$ cat src/rtl/core/frx_pkg.sv
// Shared types and codes for the frame receiver with XOR check.
`default_nettype none

package frx_pkg;

	// Receive phase of the deframer.
	typedef enum logic [2:0] {
		PH_HUNT  = 3'd0,
		PH_LEN   = 3'd1,
		PH_DATA  = 3'd2,
		PH_CHECK = 3'd3,
		PH_END   = 3'd4
	} phase_t;

	// Kind of result item.
	typedef enum logic {
		KIND_PAYLOAD = 1'b0,
		KIND_STATUS  = 1'b1
	} kind_t;

	// Frame status codes.
	typedef enum logic [1:0] {
		ST_OK      = 2'd0,
		ST_BAD_END = 2'd1,
		ST_BAD_SUM = 2'd2
	} status_t;

	// Configuration register indexes.
	localparam logic CFG_START_MARKER = 1'b0;
	localparam logic CFG_END_MARKER   = 1'b1;

	// Reset values of the marker registers.
	localparam logic [7:0] START_MARKER_RST = 8'd170;
	localparam logic [7:0] END_MARKER_RST   = 8'd85;

	// One result item as it travels to the output register.
	typedef struct packed {
		kind_t      result_kind;
		logic [7:0] payload_byte;
		status_t    frame_status;
	} frx_result_t;

endpackage

`default_nettype wire

$ cat src/rtl/core/frx_in_stage.sv
// Input register stage: holds one received byte until the parser takes it.
`default_nettype none

module frx_in_stage (
	input  wire logic       clk,
	input  wire logic       arst_n,
	input  wire logic       in_valid,
	input  wire logic [7:0] rx_byte,
	input  wire logic       advance,
	output logic            in_ready,
	output logic            valid_s1,
	output logic [7:0]      rx_byte_s1
);
	import frx_pkg::*;

	// The stage is free when empty or when its item moves on this cycle.
	assign in_ready = !valid_s1 || advance;

	// Valid flag of the stage.
	always_ff @(posedge clk or negedge arst_n) begin
		if (!arst_n) begin
			valid_s1 <= 1'b0;
		end else if (in_ready) begin
			valid_s1 <= in_valid;
		end
	end

	// Byte held in the stage.
	always_ff @(posedge clk) begin
		if (in_ready && in_valid) begin
			rx_byte_s1 <= rx_byte;
		end
	end

endmodule

`default_nettype wire

$ cat src/rtl/core/frx_parser.sv
// Frame parser: phase machine, length count and running XOR.
`default_nettype none

module frx_parser (
	input  wire logic         clk,
	input  wire logic         arst_n,
	input  wire logic         step,
	input  wire logic [7:0]   rx_byte_s1,
	input  wire logic [7:0]   start_marker,
	input  wire logic [7:0]   end_marker,
	output logic              res_valid,
	output frx_pkg::frx_result_t res
);
	import frx_pkg::*;

	phase_t     phase_q, phase_d;
	logic [7:0] remaining_q, remaining_d;
	logic [7:0] running_xor_q, running_xor_d;
	logic [7:0] received_check_q, received_check_d;

	// Phase and frame state registers, updated when a byte is consumed.
	always_ff @(posedge clk or negedge arst_n) begin
		if (!arst_n) begin
			phase_q          <= PH_HUNT;
			remaining_q      <= '0;
			running_xor_q    <= '0;
			received_check_q <= '0;
		end else if (step) begin
			phase_q          <= phase_d;
			remaining_q      <= remaining_d;
			running_xor_q    <= running_xor_d;
			received_check_q <= received_check_d;
		end
	end

	// Next state and result for the byte in the input stage.
	always_comb begin
		phase_d          = phase_q;
		remaining_d      = remaining_q;
		running_xor_d    = running_xor_q;
		received_check_d = received_check_q;
		res_valid        = 1'b0;
		res.result_kind  = KIND_PAYLOAD;
		res.payload_byte = '0;
		res.frame_status = ST_OK;
		case (phase_q)
			PH_LEN: begin
				remaining_d   = rx_byte_s1;
				running_xor_d = '0;
				phase_d       = (rx_byte_s1 == 8'd0) ? PH_CHECK : PH_DATA;
			end
			PH_DATA: begin
				running_xor_d    = running_xor_q ^ rx_byte_s1;
				remaining_d      = remaining_q - 8'd1;
				if (remaining_d == 8'd0) begin
					phase_d = PH_CHECK;
				end
				res_valid        = 1'b1;
				res.payload_byte = rx_byte_s1;
			end
			PH_CHECK: begin
				received_check_d = rx_byte_s1;
				phase_d          = PH_END;
			end
			PH_END: begin
				res_valid       = 1'b1;
				res.result_kind = KIND_STATUS;
				if (rx_byte_s1 != end_marker) begin
					res.frame_status = ST_BAD_END;
				end else if (received_check_q != running_xor_q) begin
					res.frame_status = ST_BAD_SUM;
				end else begin
					res.frame_status = ST_OK;
				end
				phase_d = PH_HUNT;
			end
			default: begin
				// Hunting: everything but the start marker is dropped.
				phase_d = (rx_byte_s1 == start_marker) ? PH_LEN : PH_HUNT;
			end
		endcase
	end

endmodule

`default_nettype wire

$ cat src/rtl/core/frx_out_stage.sv
// Result register: holds one result item until the consumer takes it.
`default_nettype none

module frx_out_stage (
	input  wire logic                 clk,
	input  wire logic                 arst_n,
	input  wire logic                 load,
	input  wire frx_pkg::frx_result_t res,
	input  wire logic                 out_ready,
	output logic                      out_free,
	output logic                      out_valid,
	output frx_pkg::frx_result_t      res_q
);
	import frx_pkg::*;

	// A new item may be loaded when empty or when the held item leaves now.
	assign out_free = !out_valid || out_ready;

	// Valid flag of the result register.
	always_ff @(posedge clk or negedge arst_n) begin
		if (!arst_n) begin
			out_valid <= 1'b0;
		end else if (load) begin
			out_valid <= 1'b1;
		end else if (out_ready) begin
			out_valid <= 1'b0;
		end
	end

	// Result payload.
	always_ff @(posedge clk) begin
		if (load) begin
			res_q <= res;
		end
	end

endmodule

`default_nettype wire

$ cat src/rtl/core/frame_receiver_xor_check.sv
// Top level of the frame receiver with XOR check.
// A byte is registered in the input stage and its result item in the result register.
// Throughput: one byte per cycle while the result side keeps taking items.
// The input register and the result register each hold one item.
// Reset (arst_n low) clears the phase to hunting, the count, XOR and
// checksum to zero, and sets the start and end markers to 170 and 85.
`default_nettype none

module frame_receiver_xor_check (
	input  wire logic       clk,
	input  wire logic       arst_n,
	input  wire logic       cfg_we,
	input  wire logic       cfg_index,
	input  wire logic [7:0] cfg_data,
	input  wire logic       in_valid,
	output logic            in_ready,
	input  wire logic [7:0] rx_byte,
	output logic            out_valid,
	input  wire logic       out_ready,
	output logic            result_kind,
	output logic [7:0]      payload_byte,
	output logic [1:0]      frame_status
);
	import frx_pkg::*;

	logic        valid_s1;
	logic [7:0]  rx_byte_s1;
	logic        step;
	logic        res_valid;
	logic        out_free;
	frx_result_t res;
	frx_result_t res_q;
	logic [7:0]  start_marker_q;
	logic [7:0]  end_marker_q;

	// Marker registers written through the configuration port.
	always_ff @(posedge clk or negedge arst_n) begin
		if (!arst_n) begin
			start_marker_q <= START_MARKER_RST;
			end_marker_q   <= END_MARKER_RST;
		end else if (cfg_we) begin
			case (cfg_index)
				CFG_START_MARKER: start_marker_q <= cfg_data;
				CFG_END_MARKER:   end_marker_q   <= cfg_data;
				default: ;
			endcase
		end
	end

	// The held byte is consumed unless it makes a result that cannot be stored.
	assign step = valid_s1 && (!res_valid || out_free);

	frx_in_stage u_in_stage (
		.clk        (clk),
		.arst_n     (arst_n),
		.in_valid   (in_valid),
		.rx_byte    (rx_byte),
		.advance    (step),
		.in_ready   (in_ready),
		.valid_s1   (valid_s1),
		.rx_byte_s1 (rx_byte_s1)
	);

	frx_parser u_parser (
		.clk          (clk),
		.arst_n       (arst_n),
		.step         (step),
		.rx_byte_s1   (rx_byte_s1),
		.start_marker (start_marker_q),
		.end_marker   (end_marker_q),
		.res_valid    (res_valid),
		.res          (res)
	);

	frx_out_stage u_out_stage (
		.clk       (clk),
		.arst_n    (arst_n),
		.load      (step && res_valid),
		.res       (res),
		.out_ready (out_ready),
		.out_free  (out_free),
		.out_valid (out_valid),
		.res_q     (res_q)
	);

	// Result fields to the ports.
	assign result_kind  = res_q.result_kind;
	assign payload_byte = res_q.payload_byte;
	assign frame_status = res_q.frame_status;

`ifndef SYNTH
	// A result is never loaded over one that is still waiting.
	a_no_overwrite: assert property (@(posedge clk) disable iff (!arst_n)
		(step && res_valid) |-> (!out_valid || out_ready))
		else $error("result loaded over a waiting item");

	// A stalled input stage always holds an item.
	a_stall_holds: assert property (@(posedge clk) disable iff (!arst_n)
		!in_ready |-> valid_s1)
		else $error("input stalled while empty");

	// Payload items carry status ok.
	a_payload_status: assert property (@(posedge clk) disable iff (!arst_n)
		(out_valid && result_kind == KIND_PAYLOAD) |-> (frame_status == ST_OK))
		else $error("payload item with non-ok status");

	// Status items carry a zero payload byte.
	a_status_byte: assert property (@(posedge clk) disable iff (!arst_n)
		(out_valid && result_kind == KIND_STATUS) |-> (payload_byte == 8'd0))
		else $error("status item with non-zero byte");
`endif

endmodule

`default_nettype wire

$ cat config.mk
export PLATFORM = sky130hd
export DESIGN_NAME = frame_receiver_xor_check
export DESIGN_NICKNAME = d
export VERILOG_FILES = /design/src/rtl/core/frx_pkg.sv /design/src/rtl/core/frx_in_stage.sv /design/src/rtl/core/frx_parser.sv /design/src/rtl/core/frx_out_stage.sv /design/src/rtl/core/frame_receiver_xor_check.sv
export SDC_FILE = /design/constraint.sdc
export NUM_CORES = 1
export LEC_CHECK = 0
export BUFFER_PORTS_ARGS = -buffer_cell sky130_fd_sc_hd__buf_4
export CORE_UTILIZATION = 36
export DETAILED_ROUTE_END_ITERATION = 6
export HOLD_SLACK_MARGIN = 0.02
export SYNTH_ARGS = -nofsm -noshare
export SYNTH_HDL_FRONTEND = slang
export SYNTH_SLANG_ARGS = --single-unit
export TNS_END_PERCENT = 100
$ cat constraint.sdc
create_clock -name clk -period 3.7 [get_ports clk]
set_input_delay 1.11 -clock clk [delete_from_list [all_inputs] [get_ports clk]]
set_output_delay 1.11 -clock clk [all_outputs]
set_load 0.05 [all_outputs]
# Yosys cells after proc, flatten, opt, wreduce, memory -nomap -nowiden
# Index checks and enable logic that the tools add are counted.
# Widths: inputs -> output; s select.
[word_totals] reg_bits=64 in_bits=22 out_inout_bits=13 word_cells=57
[op_classes] add_sub_neg=1 eq_ne=8 mux=12 n_bitwise=3 reduce_logical=20
[op_table] op="$pmux 8 s2" count=2
[op_table] op="$logic_not 8->1" count=2
[op_table] op="$ne 8x8->1" count=2
[op_table] op="$pmux 3 s4" count=1
[op_table] op="$reduce_and 2->1" count=5
[op_table] op="$eq 8x8->1" count=1
[op_table] op="$sub 8x1->8 const B" count=1
[op_table] op="$xor 8x8->8" count=1
[op_table] op="$mux 1" count=7
[op_table] op="$eq 3x2->1 const B" count=2
[op_table] op="$reduce_bool 2->1" count=2
[op_table] op="$reduce_or 2->1" count=2
[op_table] op="$eq 3x1->1 const B" count=1
[op_table] op="$eq 3x3->1 const B" count=1
[op_table] op="$logic_and 1x1->1" count=3
[op_table] op="$logic_not 1->1" count=3
[op_table] op="$logic_or 1x1->1" count=3
[op_table] op="$mux 3" count=1
[op_table] op="$mux 2" count=1
[op_table] op="$ne 2x1->1 const B" count=1
[op_table] op="$not 1->1" count=2

# Depth between registers and ports, before layout
# Gate-level depths: netlist of run 1.
[logic_depth] word_depth=8 ltp_mapped=6

# Hierarchy
# From an unflattened synthesis of run 1, not the netlist that was laid out.
[hier_totals] hier_cells=265 area_unflattened_um2=3149.3
[by_module_without_submodules] mod="frx_parser" instances=1 cells_per_inst=201 area_per_inst_um2=1808.0 seq_area_each_um2=675.6
[by_module_without_submodules] mod="frame_receiver_xor_check" instances=1 cells_per_inst=38 area_per_inst_um2=669.4 seq_area_each_um2=410.4
[by_module_without_submodules] mod="frx_out_stage" instances=1 cells_per_inst=14 area_per_inst_um2=377.9 seq_area_each_um2=355.3
[by_module_without_submodules] mod="frx_in_stage" instances=1 cells_per_inst=12 area_per_inst_um2=294.0 seq_area_each_um2=265.3

# Worst setup path after synthesis of run 1
# No wires, ideal clock.
[synth_timing] path_type="input-to-output" from="input port out_ready" to="output port in_ready" arrival_time_ps=2047 required_time_ps=2590 path_slack_ps=543 cell_stages=2 path_buffers=0 cell_sequence="nor3b_1 -> nand3b_1"
[synth_via] elab_chain_cells=4
[synth_lines] element="start, declared" line_no="frame_receiver_xor_check.sv:19" rtl="input wire logic out_ready,"
[synth_lines] element="$logic_or 1x1->1" line_no="frx_out_stage.sv:17" rtl="assign out_free = !out_valid || out_ready;"
[synth_lines] element="$logic_or 1x1->1" line_no="frame_receiver_xor_check.sv:51" rtl="assign step = valid_s1 && (!res_valid || out_free);"
[synth_lines] element="$logic_and 1x1->1" line_no="frame_receiver_xor_check.sv:51"
[synth_lines] element="$logic_or 1x1->1" line_no="frx_in_stage.sv:17" rtl="assign in_ready = !valid_s1 || advance;"
[synth_lines] element="end, declared" line_no="frame_receiver_xor_check.sv:16" rtl="output logic in_ready,"
# No other way between the ends.

# Worst setup path after layout of run 1
# Ends and elaborated chain as after synthesis.

==> results of run 1 <==
==> per-stage QoR <==
stage | cells | utilization
detailed placement | 390 | 0.4253
global route | 406 | 0.4483
floorplan | 262 | -
global placement | 390 | 0.4253
finish | 406 | 0.4483
CTS | 406 | 0.4483
==> flip-flops by register name, summed over array words and instances (netlist names) <==
signal,count
u_parser.remaining_q,8
start_marker_q,8
u_parser.received_check_q,8
u_out_stage.out_valid,1
u_in_stage.valid_s1,1
end_marker_q,8
u_parser.running_xor_q,8
u_parser.phase_q,3
u_in_stage.rx_byte_s1,8
u_out_stage.res_q,11
==> cell usage in the layout (no fill, tap or decap), drive strengths merged, types with 2 or more instances in the layout <==
cell type / Yosys / final
or3b: 3 / 3
a21o: 2 / 2
nor3b: 2 / 2
or3: 8 / 8
inv: 13 / 13
nand2b: 4 / 4
dfstp: 8 / 8
clkinv: 0 / 2
nand2: 16 / 16
xor2: 17 / 17
nor2b: 3 / 3
nand3: 3 / 3
o21ai: 23 / 23
clkbuf: 4 / 12
ha: 2 / 2
a31oi: 2 / 2
or4: 2 / 2
dfrtp: 37 / 37
a21oi: 14 / 14
mux2: 16 / 16
edfxtp: 19 / 19
nand4: 3 / 3
o31ai: 3 / 3
nor2: 15 / 15
nor3: 2 / 2
xnor2: 11 / 11
buf: 6 / 36
nor4: 8 / 8
o211ai: 2 / 2
==> layout make-up <==
class                           count  area, µm²
Sequential cell                    64       1707
Multi-Input combinational cell    175       1201
Inverter                           13      48.80
Timing Repair Buffer               36      270.3
Fill cell                         728       4352
Tap cell                          102      127.6
Clock buffer                       12      135.1
Clock inverter                      4      46.29
==> cells by family after synthesis <==
| group | Yosys count |
|---|---|
| mux | 16 |
| simple gates | 71 |
| flops | 64 |
| fa+ha+maj | 2 |
| xor+xnor | 28 |
| compound gates | 58 |
| buf+inv | 23 |
==> path summary, 6_finish.rpt <==
check	slack, ns	start	end	cells after the start
min in group asynchronous	0.76	arst_n	end_marker_q[3]	1
min	0.50	u_parser.received_check_q[4]	u_parser.received_check_q[4]	2
max	0.47	out_ready	in_ready	4
max in group asynchronous	2.53	arst_n	u_parser.remaining_q[0]	1
max reg2reg	1.54	u_parser.phase_q[1]	u_parser.running_xor_q[0]	4
min reg2reg	0.50	u_parser.received_check_q[4]	u_parser.received_check_q[4]	2
==> metal layers <==
metal,share of wire,vias up
met2,0.45,46
met5,0,-
li1,-,1011
met4,0.020,0
met3,0.041,11
met1,0.48,981
==> critical path, stage by stage <==
cell and delay (ns):
buf_4 0.11, nor3b_1 0.45, nand3b_1 0.21, buf_4 0.24
==> where the power goes <==
part / total, mW / switching, mW / internal [mW]
Sequential: 1.16 / 0.197 / 0.959
Clock: 0.566 / 0.257 / 0.308
Combinational: 0.891 / 0.512 / 0.379
==> reports/results.ini, run 1 <==
[timing]
hold_ws_ns = 0.5000
skew_ns = 0.007721
max-slew-margin-rel = 0.5083
max_slew.worst_pin.slew_ns = 0.7361
period_share = 0.8717
worst_slack_ns = 0.4748
fmax_mhz = 310.1
drv_slew = 0
rsz0062_at_grt = no
hold_violations = 0
setup_viol = 0
min_period_ns = 3.225
tns_ns = 0

[clock_network]
holdBufCountCts = 0
path_clk_slew_ns = 0.06
cts_tree = yes
clock-sinks = 64
cts_root_buffer = clkbuf_8
cts-htree-levels = 3
cts_resized = 0
clk_latency_ns = 0.34
cts_inserted_buffers = 9
cts_max_path_buffers = 2
post_cts_buffers = 0

[global_route]
use_met1 = 0.2002
grt_busiest_layer = met2
overflow = 0
grt_pass1_wl_um = 10040
grt_use_total = 0.1547
grtUsageMet3 = 0.04390
grt_pass1_vias = 2039
grt_use_met2 = 0.2365
antenna_found_initial = 0
grt_max_degree = 46

[place]
placed_area_mm2 = 0.003354
routabilityCongestion = 0.7974
post-dp-hpwl_um = 4144
portBuffers = 34
place_ws_ns = 0.4591

[die]
rows = 32
io_pins = 35
die_h_um = 93.31
core_area_mm2 = 0.007888
dieArea_mm2 = 0.008707
chipWidth_um = 93.31
initial_core_util = 0.3806

[logic_synthesis]
ys.flop_type = dfrtp_1
async_reset_ff_frac = 0.7031
synthCells = 262
syn_nets = 286
synth_fa_ha_area_frac = 0.008337
synth_seq_area_share = 0.5686
muxShareOfSynthArea = 0.06003
synth_xor_area_frac = 0.08170
synth_edf_count = 19
synthSimpleGateAreaFrac = 0.1255
synth.distinct_cells = 43
synth-warning-count = 0
synth_top_family_by_area = simple AND/OR/NAND/NOR gates
netlist_top_cells_count = 37 x dfrtp_1, 23 x o21ai_0, 19 x edfxtp_1, 17 x xor2_1
netlist_area_mm2 = 0.003002
yosysTopAreaCellShare = 0.3085
syn-mean-instance-area_um2 = 11.46
ys_seq_elements = 64
synth_compound_area_frac = 0.1246
yosys.area.top_type = dfrtp_1
netlist_top_cells_area = dfrtp_1 31%, edfxtp_1 19%, dfstp_2 7.0%
yosysMostFrequentCell = dfrtp_1

[critical_path]
worstPathRequired_ns = 2.59
crit_type = input pin to primary output
worst_setup_path_start_kind = input pin
cp-end-kind = primary output
cp_max_fo = 3
worst_ep_arrival_time_ns = 2.12

[detailed_routing]
drt_iter0_drc = 106
drc = 0
vias_per_cell = 5.047
wl_um = 5954
drtAntennaViolNets = 0
vias = 2049
first_pass_iters = 4
wl_per_cell_um = 14.67

[power]
power_density_mw_per_mm2 = 738.8
max-vdd-ir-drop_uv = 274.3
p_total_mw = 2.612
p_leak_nw = 1.444

[final_layout]
fin_area_mm2 = 0.003536
diodes = 0
drive_above_1_share = 0.2533
area_delta_synth_final_pct = 17.80
nNetsFinal = 323

[hold_path]
hold_class = flop to flop

[run_status]
outcome = finished, final reports clean

[job]
drv_cap = 0

Note: power is estimated with default switching activity, not from simulation.
==> run 2: changes to the inputs <==
--- a/config.mk
+++ b/config.mk
@@ -5,9 +5,11 @@
 export SDC_FILE = /design/constraint.sdc
 export NUM_CORES = 1
 export LEC_CHECK = 0
+export ABC_AREA = 1
 export BUFFER_PORTS_ARGS = -buffer_cell sky130_fd_sc_hd__buf_4
 export CORE_UTILIZATION = 36
 export DETAILED_ROUTE_END_ITERATION = 6
+export GPL_TIMING_DRIVEN = 0
 export HOLD_SLACK_MARGIN = 0.02
 export SYNTH_ARGS = -nofsm -noshare
 export SYNTH_HDL_FRONTEND = slang
==> reports/results.ini, run 2 <==
[final_layout]
max_flop_register = u_out_stage.res_q
layout_commonest_cell = nand2_1
largest_register_ffs = 11  ; unchanged
layout_common_cells = 74 x nand2_1, 37 x dfrtp_1, 36 x inv_1, 34 x buf_4, 33 x nor2_1
nNetsFinal = 408  ; +26%
drive_above_1_share = 0.2082  ; -0.04506
final_cells = 494  ; +22%
diodes = 0  ; unchanged
fin_area_mm2 = 0.003769  ; +6.6%
area_delta_synth_final_pct = 20.96

[timing]
hold_violations = 0  ; unchanged
fmax_mhz = 340.9  ; +9.9%
drv_slew = 0  ; unchanged
max-slew-margin-rel = 0.6072  ; +0.09887
skew_ns = 0.01184  ; +0.004122 ns
max_slew.worst_pin.slew_ns = 0.5893  ; -0.1468 ns
worst_slack_ns = 0.7664  ; +0.2916 ns
min_period_ns = 2.934  ; -0.2916 ns
period_share = 0.7929  ; -0.07881
setup_viol = 0  ; unchanged
rsz0062_at_grt = no
tns_ns = 0  ; unchanged

[critical_path]
cp_num_buf_inv = 2  ; unchanged
cp_slowest_stage_delay_ns = 0.22  ; -0.23 ns
worstPathRequired_ns = 2.59  ; about the same
critPathSlowestCell = nor2_1
crit_type = input pin to primary output
cp_cell_sequence = buf_4 -> nor2_1 -> nand3_1 -> buf_4
cp_max_fo = 3  ; unchanged
worst_setup_path_start_kind = input pin
cp-end-kind = primary output
worst_ep_arrival_time_ns = 1.82  ; -0.30 ns
critPathTopFamily = simple AND/OR/NAND/NOR gates
cpMostUsedCell = buf_4

[detailed_routing]
wl_per_cell_um = 13.23  ; -9.8%
drt_iter0_drc = 172  ; +62%
drc = 0  ; unchanged
drtAntennaViolNets = 0  ; unchanged
vias = 2392  ; +17%
vias_per_cell = 4.842  ; -4.1%
wl_um = 6538  ; +9.8%
first_pass_iters = 4  ; unchanged

[logic_synthesis]
synth_top_family_by_area = simple AND/OR/NAND/NOR gates
syn-mean-instance-area_um2 = 9.190  ; -20%
ys_seq_elements = 64  ; unchanged
netlist_top_cells_count = 74 x nand2_1, 37 x dfrtp_1, 36 x inv_1, 33 x nor2_1, 31 x o21ai_0
synth_edf_count = 19  ; unchanged
yosysTopAreaCellShare = 0.2972  ; -0.01127
synth.distinct_cells = 32  ; -26%
synth_xor_area_frac = 0.05341  ; -0.02829
yosys.area.top_type = dfrtp_1
netlist_area_mm2 = 0.003115  ; +3.8%
yosysMostFrequentCell = nand2_1
netlist_top_cells_area = dfrtp_1 30%, edfxtp_1 18%, nand2_1 8.9%
synthCells = 339  ; +29%
synth_fa_ha_area_frac = 0.008032  ; -0.0003047
syn_nets = 363  ; +27%
muxShareOfSynthArea = 0  ; -0.06003
synthSimpleGateAreaFrac = 0.2124  ; +0.08698
synth-warning-count = 0  ; unchanged
ys.flop_type = dfrtp_1
async_reset_ff_frac = 0.7031  ; unchanged
synth_seq_area_share = 0.5478  ; -0.02078
synth_compound_area_frac = 0.1149  ; -0.009776

[die]
initial_core_util = 0.3754  ; -0.005156
dieArea_mm2 = 0.009030  ; +3.7%
core_area_mm2 = 0.008299  ; +5.2%
die_h_um = 95.03  ; +1.8%
io_pins = 35  ; unchanged
chipWidth_um = 95.03  ; +1.8%
rows = 33  ; +3.1%

[power]
power_density_mw_per_mm2 = 645.3  ; -13%
p_leak_nw = 1.698  ; +18%
max-vdd-ir-drop_uv = 248.1  ; -9.5%
p_total_mw = 2.432  ; -6.9%

[clock_network]
path_clk_slew_ns = 0.07  ; about the same
cts-htree-levels = 3  ; unchanged
post_cts_buffers = 0  ; unchanged
cts_resized = 0  ; unchanged
holdBufCountCts = 0  ; unchanged
cts_max_path_buffers = 2  ; unchanged
cts_tree = yes
cts_root_buffer = clkbuf_8
cts_inserted_buffers = 9  ; unchanged
clock-sinks = 64  ; unchanged
clk_latency_ns = 0.35  ; about the same

[global_route]
antenna_found_initial = 0  ; unchanged
overflow = 0  ; unchanged
grt_max_degree = 46  ; unchanged
grt_pass1_vias = 2326  ; +14%
grt_use_total = 0.1643  ; +0.009601
grt_pass1_wl_um = 11030  ; +9.8%

[place]
place_ws_ns = 0.7545  ; +0.2954 ns
routabilityCongestion = 0.8135  ; +2.0%
placed_area_mm2 = 0.003502  ; +4.4%
portBuffers = 34  ; unchanged
post-dp-hpwl_um = 4661  ; +12%
placed_cells = 478  ; +23%

[hold_path]
hold_class = flop to flop

[job]
drv_cap = 0  ; unchanged

[run_status]
outcome = finished, final reports clean

-- run 2: worst paths after layout --
check / end / slack [ns] / cells after the start / start
max in group asynchronous: u_parser.received_check_q[3] / 2.53 / 1 / arst_n
min in group asynchronous: u_parser.remaining_q[2] / 0.77 / 1 / arst_n
hold / removal: u_parser.running_xor_q[4] / 0.49 / 1 / u_parser.running_xor_q[4]
hold reg to reg: u_parser.running_xor_q[4] / 0.49 / 1 / u_parser.running_xor_q[4]
setup / recovery: in_ready / 0.77 / 4 / out_ready
setup reg to reg: u_out_stage.res_q[5] / 1.95 / 6 / u_parser.phase_q[1]
-- run 2: logic make-up (layout without fill, tap and decap cells) --
| group | Yosys count | count (layout) |
|---|---|---|
| xor+xnor | 19 | 19 |
| flops | 64 | 64 |
| fa+ha+maj | 2 | 2 |
| compound gates | 59 | 59 |
| simple gates | 149 | 149 |
| buf+inv | 46 | 96 |
-- run 2: report_power, final --
part	leakage [nW]	total, mW	internal [mW]	switching, mW
Sequential	0.738	0.979	0.876	0.102
Combinational	0.826	0.646	0.245	0.401
Clock	0.134	0.807	0.518	0.289
Total	1.70	2.43	1.64	0.792
-- run 2: per-stage QoR --
stage,hold slack (ns),utilization
2_1_floorplan,0.4506,-
3_3_place_gp,0.4663,0.4220
3_5_place_dp,0.4749,0.4220
4_1_cts,0.4879,0.4541
5_1_grt,0.5099,0.4541
6_report,0.4856,0.4541
-- run 2: layout make-up --
type | instances | area [µm²]
multi-input cells | 229 | 1211
inverters | 39 | 151.4
well taps | 105 | 131.4
fillers | 838 | 4531
clock buffers | 9 | 123.9
plain buffers | 7 | 46.29
clock inverters | 7 | 142.6
repair buffers | 34 | 255.2
flip-flops and latches | 64 | 1707
-- run 2: worst reg2reg max path: stages, from the launching register on --
cell	delay, ns
dfrtp_1	0.43
inv_1	0.10
nand3_1	0.16
nand2_2	0.10
a21oi_4	0.20
nand2_1	0.09
inv_1	0.31
-- run 2: layer usage --
metal,global-route usage,wire (µm),vias to the layer above
met4,0.08586,143,0
li1,-,-,1208
met2,0.2662,3075,54
met1,0.2090,3077,1116
met5,0,0,-
met3,0.03030,241,14
==> run 3: changes to the inputs <==
==> constraint.sdc (replaced) <==
create_clock -name clk -period 2.43 [get_ports clk]
set_input_delay 0.729 -clock clk [delete_from_list [all_inputs] [get_ports clk]]
set_output_delay 0.729 -clock clk [all_outputs]
set_load 0.05 [all_outputs]
==> reports/results.ini, run 3 (synthesis gave the netlist of run 2 again) <==
[job]
drv_cap = 0  ; unchanged

[die]
core_area_mm2 = 0.008299  ; unchanged
chipWidth_um = 95.03  ; unchanged
initial_core_util = 0.3754  ; unchanged
dieArea_mm2 = 0.009030  ; unchanged
die_h_um = 95.03  ; unchanged
io_pins = 35  ; unchanged
rows = 33  ; unchanged

[final_layout]
diodes = 0  ; unchanged
multi_input_area_mm2 = 0.001219  ; +0.62%
nNetsFinal = 408  ; unchanged
seqCellArea_mm2 = 0.001707  ; unchanged
layout_common_cells = 74 x nand2_1, 37 x dfrtp_1, 36 x inv_1, 34 x buf_4, 33 x nor2_1
max_flop_register = u_out_stage.res_q
area_delta_synth_final_pct = 21.20
drive_above_1_share = 0.2082  ; unchanged
fill_cells = 836  ; -0.24%
largest_register_ffs = 11  ; unchanged
layout_commonest_cell = nand2_1

[power]
clockPowerShare = 0.332  ; about the same
p_int_mw = 2.499  ; +52%
switching_share = 0.3264  ; +0.0006271
max-vdd-ir-drop_uv = 377.7  ; +52%
seq_power_share = 0.402  ; about the same
p_leak_nw = 1.699  ; about the same
p_switching_mw = 1.211  ; +53%
power_density_mw_per_mm2 = 982.6  ; +52%
power_frac_comb = 0.266  ; about the same

[detailed_routing]
drc = 0  ; unchanged
first_pass_iters = 4  ; unchanged
drtAntennaViolNets = 0  ; unchanged
drt_iter0_drc = 168  ; -2.3%
vias_per_cell = 4.858  ; +0.33%
wl_per_cell_um = 13.31  ; +0.60%
vias = 2400  ; +0.33%
wl_um = 6577  ; +0.60%

[clock_network]
clock-sinks = 64  ; unchanged
cts_tree = yes
cts-htree-levels = 3  ; unchanged
cts_root_buffer = clkbuf_8
post_cts_buffers = 0  ; unchanged
cts_max_path_buffers = 2  ; unchanged
path_clk_slew_ns = 0.08  ; about the same
cts_inserted_buffers = 9  ; unchanged
clk_latency_ns = 0.35  ; about the same

[critical_path]
worst_ep_arrival_time_ns = 1.57  ; -0.25 ns
crit_type = flop to primary output
worst_setup_path_start_kind = flop
cp_slowest_stage_delay_ns = 0.46  ; +0.24 ns
critPathTopFamily = flip-flops
cp_num_buf_inv = 2  ; unchanged
cp_cell_sequence = inv_1 -> nand3_1 -> nand2_2 -> nand3_1 -> buf_4
cp-end-kind = primary output
critPathSlowestCell = dfrtp_1
cp_max_fo = 5  ; +2
worstPathRequired_ns = 1.70  ; -0.89 ns
cpMostUsedCell = nand3_1

[place]
place_ws_ns = 0.2465  ; -0.5080 ns
portBuffers = 34  ; unchanged
routabilityCongestion = 0.8135  ; unchanged
post-dp-hpwl_um = 4661  ; unchanged

[timing]
setup_viol = 0  ; unchanged
tns_ns = 0  ; unchanged
hold_ws_ns = 0.3836  ; -0.1020 ns
min_period_ns = 2.303
worst_slack_ns = 0.1269  ; -0.6395 ns
max-slew-margin-rel = 0.6070  ; about the same
drv_slew = 0  ; unchanged
fmax_mhz = 434.2
period_share = 0.9478
hold_violations = 0  ; unchanged
rsz0062_at_grt = no
max_slew.worst_pin.slew_ns = 0.5896  ; +0.0002981 ns
skew_ns = 0.01234  ; +0.0004991 ns

[run_status]
outcome = finished, final reports clean

[global_route]
overflow = 0  ; unchanged
grt_pass1_vias = 2326  ; unchanged
grt_pass1_wl_um = 11030  ; unchanged
grt_max_degree = 46  ; unchanged
grtUsageMet3 = 0.03030  ; unchanged
antenna_found_initial = 0  ; unchanged
grt_use_total = 0.1643  ; unchanged
grt_busiest_layer = met2
use_met1 = 0.2090  ; unchanged
grt_use_met2 = 0.2662  ; unchanged

[hold_path]
hold_class = input pin to asynchronous set/reset pin

[run 3: final timing paths]
path | start | to | slack (ns) | cells past startpoint
min reg2reg | u_parser.running_xor_q[4] | u_parser.running_xor_q[4] | 0.49 | 1
min in group clk | u_parser.running_xor_q[4] | u_parser.running_xor_q[4] | 0.49 | 1
min | arst_n | u_parser.remaining_q[2] | 0.38 | 1
max | u_parser.phase_q[1] | in_ready | 0.13 | 5
max reg2reg | u_parser.phase_q[1] | u_out_stage.res_q[5] | 0.63 | 6
max in group asynchronous | arst_n | end_marker_q[5] | 1.65 | 1
[run 3: stage by stage]
| step | cell area [µm²] | cells | power [mW] | util |
|---|---|---|---|---|
| 6_report | 3776 | 494 | 3.710 | 0.4550 |
| 5_1_grt | 3776 | 494 | 3.939 | 0.4550 |
| 4_1_cts | 3769 | 494 | 3.735 | 0.4541 |
| 3_5_place_dp | 3502 | 478 | 2.500 | 0.4220 |
| 3_3_place_gp | 3502 | 478 | 2.471 | 0.4220 |
| 2_1_floorplan | 3115 | 339 | 2.240 | - |
[run 3: per-layer routing]
layer,vias up,part of all wire,wire (µm)
met5,-,0,0
met4,0,0.022,147
met3,18,0.034,226
met2,51,0.48,3128
met1,1125,0.47,3076
li1,1206,-,-
[run 3: power by group through the flow]
stage                     clock network [mW]  registers (mW)  logic (mW)
after floorplan                            0            1.53       0.714
after global placement                     0            1.50       0.968
after detailed placement                   0            1.51       0.990
after CTS                               1.25            1.49       0.992
after global routing                    1.29            1.52        1.13
final                                   1.23            1.49       0.988
[run 3: worst register-to-register path, cell delays in order, from the launching register on]
cell     delay (ns)
dfrtp_1        0.46
inv_1          0.12
nand3_1        0.17
nand2_2        0.10
a21oi_4        0.20
nand2_1        0.09
inv_1          0.31
[run 3: area by class of cell]
cell class	count	share of cell area
multi-input combinational	229	0.3227
clock inverter	7	0.03777
tap	105	0.03479
buffer	7	0.01226
clock buffer	9	0.03280
sequential	64	0.4520
timing repair buffer	34	0.06759
inverter	39	0.04009
[run 3: repair_timing]
item                                    4_1_cts  5_1_grt
hold buffers                                  0        0
endpoints found under the setup margin        0        1
resized for setup                             0        1
